File: src/sv/ipcc_pkg.sv
// types and constants shared by the interval paint coverage counter
// no dependencies
package ipcc_pkg;

    localparam int POS_BITS = 32;

    typedef struct packed {
        logic                func;
        logic [POS_BITS-1:0] first_pos;
        logic [POS_BITS-1:0] last_pos;
    } req_in_t;

    typedef struct packed {
        logic [POS_BITS:0] white_count;
        logic [1:0]        status;
    } req_out_t;

    localparam logic [1:0] ST_OK       = 2'd0;
    localparam logic [1:0] ST_FULL     = 2'd1;
    localparam logic [1:0] ST_REVERSED = 2'd2;

    // controller to datapath
    typedef struct packed {
        logic load;
        logic scan_rd;
        logic scan_step;
        logic scan_done;
        logic mv_rd;
        logic mv_wr;
        logic ins_wr;
        logic commit;
    } dp_cmd_t;

    // datapath to controller
    typedef struct packed {
        logic reversed;
        logic scan_end;
        logic full;
        logic mv_end;
        logic ins_end;
    } dp_sts_t;

endpackage

File: src/sv/ipcc_ctrl.sv
// sequencer for scan, tail shift, insert and result
// depends on ipcc_pkg
module ipcc_ctrl (
    input  logic              clk,
    input  logic              rst_n,
    input  logic              in_valid,
    output logic              in_stall,
    output logic              out_valid,
    input  logic              out_stall,
    output logic [1:0]        out_status,
    output ipcc_pkg::dp_cmd_t cmd,
    input  ipcc_pkg::dp_sts_t sts
);

    typedef enum logic [8:0] {
        S_IDLE  = 9'b000000001,
        S_CHECK = 9'b000000010,
        S_SRD   = 9'b000000100,
        S_SCAN  = 9'b000001000,
        S_DEC   = 9'b000010000,
        S_MRD   = 9'b000100000,
        S_MWR   = 9'b001000000,
        S_INS   = 9'b010000000,
        S_OUT   = 9'b100000000
    } state_t;

    state_t     state_reg, state_next;
    logic [1:0] status_reg, status_next;

    assign in_stall   = (state_reg != S_IDLE);
    assign out_valid  = (state_reg == S_OUT);
    assign out_status = status_reg;

    always_comb
    begin
        state_next  = state_reg;
        status_next = status_reg;
        cmd         = '0;
        unique case (state_reg)
            S_IDLE:
            begin
                if (in_valid)
                begin
                    cmd.load   = 1'b1;
                    state_next = S_CHECK;
                end
            end
            S_CHECK:
            begin
                if (sts.reversed)
                begin
                    status_next = ipcc_pkg::ST_REVERSED;
                    state_next  = S_OUT;
                end
                else
                begin
                    state_next = S_SRD;
                end
            end
            S_SRD:
            begin
                cmd.scan_rd = 1'b1;
                state_next  = sts.scan_end ? S_DEC : S_SCAN;
            end
            S_SCAN:
            begin
                cmd.scan_step = 1'b1;
                state_next    = S_SRD;
            end
            S_DEC:
            begin
                if (sts.full)
                begin
                    status_next = ipcc_pkg::ST_FULL;
                    state_next  = S_OUT;
                end
                else
                begin
                    cmd.scan_done = 1'b1;
                    state_next    = S_MRD;
                end
            end
            S_MRD:
            begin
                cmd.mv_rd  = 1'b1;
                state_next = sts.mv_end ? S_INS : S_MWR;
            end
            S_MWR:
            begin
                cmd.mv_wr  = 1'b1;
                state_next = S_MRD;
            end
            S_INS:
            begin
                if (sts.ins_end)
                begin
                    cmd.commit  = 1'b1;
                    status_next = ipcc_pkg::ST_OK;
                    state_next  = S_OUT;
                end
                else
                begin
                    cmd.ins_wr = 1'b1;
                end
            end
            S_OUT:
            begin
                if (!out_stall)
                begin
                    state_next = S_IDLE;
                end
            end
            default:
            begin
                state_next = S_IDLE;
            end
        endcase
    end

    always_ff @(posedge clk or negedge rst_n)
    begin
        if (!rst_n)
        begin
            state_reg  <= S_IDLE;
            status_reg <= ipcc_pkg::ST_OK;
        end
        else
        begin
            state_reg  <= state_next;
            status_reg <= status_next;
        end
    end

endmodule

File: config.mk
export PLATFORM = sky130hd
export DESIGN_NAME = ipcc_ctrl
export DESIGN_NICKNAME = d
export VERILOG_FILES = /design/src/sv/ipcc_pkg.sv /design/src/sv/ipcc_ctrl.sv
export SDC_FILE = /design/constraint.sdc
export NUM_CORES = 1
export LEC_CHECK = 0
export BUFFER_PORTS_ARGS = -buffer_cell sky130_fd_sc_hd__buf_2
export CORE_UTILIZATION = 45
export DETAILED_ROUTE_END_ITERATION = 16
export PLACE_DENSITY = 0.81
export SETUP_SLACK_MARGIN = 0.1
export SLEW_MARGIN = 25
export SYNTH_ARGS = -nofsm -noshare
export SYNTH_HDL_FRONTEND = slang
export SYNTH_SLANG_ARGS = --single-unit
File: constraint.sdc
create_clock -name clk -period 1.5 [get_ports clk]
set_input_delay 0.075 -clock clk [delete_from_list [all_inputs] [get_ports clk]]
set_output_delay 0.075 -clock clk [all_outputs]
set_load 0.05 [all_outputs]
### After elaboration in Yosys (flattened, before gate mapping)

Index checks and enable logic that the tools add are counted.

* register bits: 11
* bits of input ports: 9
* output and inout port bits: 12

* eq/ne operators: 15
* mux-type cells: 23
* reductions and logical operators: 3

Operators by type and width (number)
* one-hot mux 9 bit (9 select lines): 1
* 2-to-1 mux 9 bit: 5
* 2-to-1 mux 1 bit: 10
* inequality test 2 bit (second input constant): 5
* equality test 9 x 1 -> 1 bit (second input constant): 1
* equality test 9 x 2 -> 1 bit (second input constant): 1
* equality test 9 x 3 -> 1 bit (second input constant): 1
* equality test 9 x 4 -> 1 bit (second input constant): 1
* equality test 9 x 5 -> 1 bit (second input constant): 1
* equality test 9 x 6 -> 1 bit (second input constant): 1
* equality test 9 x 7 -> 1 bit (second input constant): 1
* equality test 9 x 8 -> 1 bit (second input constant): 1
* equality test 9 bit (second input constant): 1
* inequality test 9 x 1 -> 1 bit (second input constant): 1
* 2-to-1 mux 2 bit: 4
* 2-to-1 mux 8 bit: 1
* one-hot mux 2 bit (3 select lines): 1
* 2-to-1 mux 5 bit: 1
* AND reduction 4 bit: 1
* AND reduction 3 bit: 1
* nonzero test 3 bit: 1

### Depth between registers and ports, before layout

* word-level depth: 3
* depth in mapped cells: 5
* gate-level depth less buffers: 4

### Worst setup path before layout

Ideal clock, no wire load.

* kind: reg-to-output
* start: register state_reg[7]
* end: output cmd[5] (netlist name)
* data arrival time: 2531 ps
* required time: 1425 ps
* slack: -1106 ps
* cell stages (with the launch flop): 5
* path through: dfrtp_1 > buf_6 > nor3_4 > nand2_1 > nor4b_1

RTL lines
* from (decl): RTL line ipcc_ctrl.sv:27 `state_t state_reg, state_next;`
* from (signal assigned): RTL line ipcc_ctrl.sv:129 `state_reg <= state_next;`
* to (decl): RTL line ipcc_ctrl.sv:11 `output ipcc_pkg::dp_cmd_t cmd,`

==> impl_metrics.tcl <==
set metrics [dict create \
    largest_reg_flops 9 \
    ys_warn_count 0 \
    cts.path.max_buffers 2 \
    vias 939 \
    synth_area_leaders "dfrtp_1 31%, nor4_4 5.3%, nor2_1 4.2%, nor3_4 4.1%, dfstp_2 3.3%" \
    grt_max_degree 12 \
    fin_hold_ws_ns 0.0404 \
    cts_tree "built" \
    clk_pin_slew_ns 0.08 \
    seq_area_frac_synth 0.346 \
    dieArea_sq_um 1950 \
    maxCapViolCount 0 \
    num_rows 14 \
    core_area_sq_um 1580 \
    status "finished, violations left" \
    ant_nets 0 \
    n_fill_cell 65 \
    cts_inserted_buffers 3 \
    ir_drop_v 0.00143 \
    final_area_sq_um 1430 \
    synth.avg_cell_area_sq_um 9.63 \
    area_delta_synth_final_pct 78.2 \
    violations "DRC, setup timing" \
    netlist_instances 83 \
    critPathArrivalTime_ns 1.73 \
    grt_pass1_wl_um 4350 \
    p_per_area_nw_per_um2 1460 \
    die_h_um 44.2 \
    ys_ff_latch 11 \
    grt_pass1_vias 917 \
    cts_sinks 11 \
    io_pins 21 \
    vias_per_cell 6.10 \
    critical_path_class "flip-flop to output pin" \
    rsz0062_at_grt "true" \
    gr-total-overflow 0 \
    hp-class "input port to flip-flop" \
    intPower_mw 1.09 \
    fin_nets 148 \
    cts.htree.levels 1 \
    start_util 0.507 \
    async_flop_share 1.00 \
    synth-edff-count 0 \
    clock.fmax_mhz 555 \
    min_period_ns 1.80 \
    power_mw 2.08 \
    grt_usage 0.325 \
    worst_slew_pin_slew_ns 0.359 \
    start_kind "flip-flop" \
    ctsRootBufferMaster "clkbuf_4" \
    drt-initial-drc-count 25 \
    timing.hold.worst_path_depth 2 \
    antenna_found_initial 0 \
    pwr-share-comb 0.676 \
    slew_headroom 0.760 \
    yosysTopAreaCell "dfrtp_1" \
    dp_hpwl_um 1510 \
    synth.top_cell.area_share 0.313 \
    ys.flop_type "dfrtp_1" \
    power.share.sequential 0.220 \
    hold_violations 0 \
    setup_violations 16 \
    place_area_sq_um 1050 \
    first_pass_iters 10 \
    cp-end-kind "output pin" \
    wire_per_inst_um 20.5 \
    cp_max_fo 3 \
    power.share.clock 0.104 \
    numPortBuffers 20 \
    clk_latency_ns 0.28 \
    drt_wl_total_um 3150 \
    syn_nets 92 \
    sw_frac_of_total 0.474 \
    synth_area_sq_um 800 \
    finalCritPeriodShare 1.20 \
    p_switching_mw 0.986 \
    n_antenna_cell 0 \
    yosys.cell_types.count 36 \
    gp_congestion 0.808 \
    final-max-slew-violation-count 0 \
    reg2reg_depth 7 \
    die-width_um 44.2 \
    power_leakage_nw 0.637 \
    layout-drive-gt1-share 0.667 \
    drc 1 \
    cp.required_ns 1.42 \
    finClkSkew_ns 0.00359 \
    worst_slack_ns -0.301 \
]
[Yosys cell counts, types with 2 or more instances]
| cell type | count |
|---|---|
| dfrtp_1 | 10 |
| nor2_1 | 9 |
| inv_1 | 5 |
| nand2_1 | 5 |
| o21ai_0 | 5 |
| nand4_1 | 4 |
| buf_2 | 3 |
| nand3_1 | 3 |
| nor2b_1 | 3 |
| xor2_1 | 3 |
| a41oi_1 | 2 |
| and3_1 | 2 |
| and4_1 | 2 |
| nand2b_1 | 2 |
| nor3_4 | 2 |
| nor4_4 | 2 |
| nor4b_1 | 2 |
[kinds of logic (layout without fill, tap and decap cells)]
group                     after synthesis  after routing  share of synthesized area
xor gates and xnor gates                3              3                     0.0329
and+or+nand+nor                        45             45                      0.424
DFF                                    11             11                      0.346
AOI/OAI and AO/OA                      14             14                      0.131
buffers and inverters                  10             65                     0.0657
[power by group through the flow]
stage,Sequential [mW],Combinational [mW],Clock (mW)
after global routing,0.463,1.46,0.229
after global placement,0.464,0.920,0
after CTS,0.473,1.10,0.214
after floorplan,0.516,0.630,0
final,0.458,1.41,0.217
after detailed placement,0.468,0.938,0
[placed cells by master (no fill, tap or decap), drive strengths merged, types with 3 or more instances in the layout]
cell type	synthesis	layout
nand4	5	5
nand2	5	5
dfrtp	10	10
inv	5	4
buf	5	54
clkbuf	0	4
xor2	3	3
nor2b	3	3
nor3	4	4
nor4b	3	3
o21ai	6	6
nand3	3	3
nor2	9	9
[metrics by stage]
step	std cells	setup WS (ns)	utilization	TNS, ns
after global placement	130	-0.00811	0.665	-0.0160
after floorplan	83	-0.320	-	-1.37
final	154	-0.301	0.904	-2.53
after global routing	154	-0.360	0.904	-3.48
after CTS	146	-0.224	0.840	-1.61
after detailed placement	130	-0.0399	0.665	-0.0774
[per-layer routing]
metal | global-route usage | part of all wire | wire length (um)
met2 | 0.524 | 0.51 | 1620
met3 | 0.0571 | 0.075 | 235
met5 | 0 | 0 | 0
met1 | 0.414 | 0.39 | 1220
met4 | 0.176 | 0.025 | 79
[critical path, stage by stage, from the launching register on]
cell and delay, ns:
dfrtp_2 0.45, buf_6 0.14, nor3_4 0.22, nand2_2 0.14
nor4b_4 0.29, buf_6 0.21
[final cells by class]
cell class,count,area (sq um),area share
multi-input cells,62,587,0.412
repair buffers,56,483,0.339
flip-flops and latches,11,284,0.199
clock buffers,4,26.3,0.0184
inverters,5,25.0,0.0176
well taps,16,20.0,0.0140
[timing repair]
action,4_1_cts,5_1_grt
pin swaps,12,14
hold buffers,2,0
endpoints found under the hold margin,12,0
setup buffers,12,9
endpoints found under the setup margin,19,20
gates resized for setup,48,7
[final timing paths]
kind	slack (ns)	end	from
worst max-delay path	-0.30	cmd[6]	state_reg[6]$_DFFE_PN0P_
worst min-delay path	0.04	state_reg[4]$_DFFE_PN0P_	sts[3]
worst max register to register	-0.10	out_status[0]$_DFFE_PN0P_	state_reg[2]$_DFFE_PN0P_
worst min register to register	0.53	out_status[1]$_DFFE_PN0P_	out_status[1]$_DFFE_PN0P_
max in group asynchronous	1.02	state_reg[0]$_DFFE_PN1P_	rst_n
min in group asynchronous	0.21	state_reg[7]$_DFFE_PN0P_	rst_n
No activity file was read; power rests on OpenSTA's default activity.
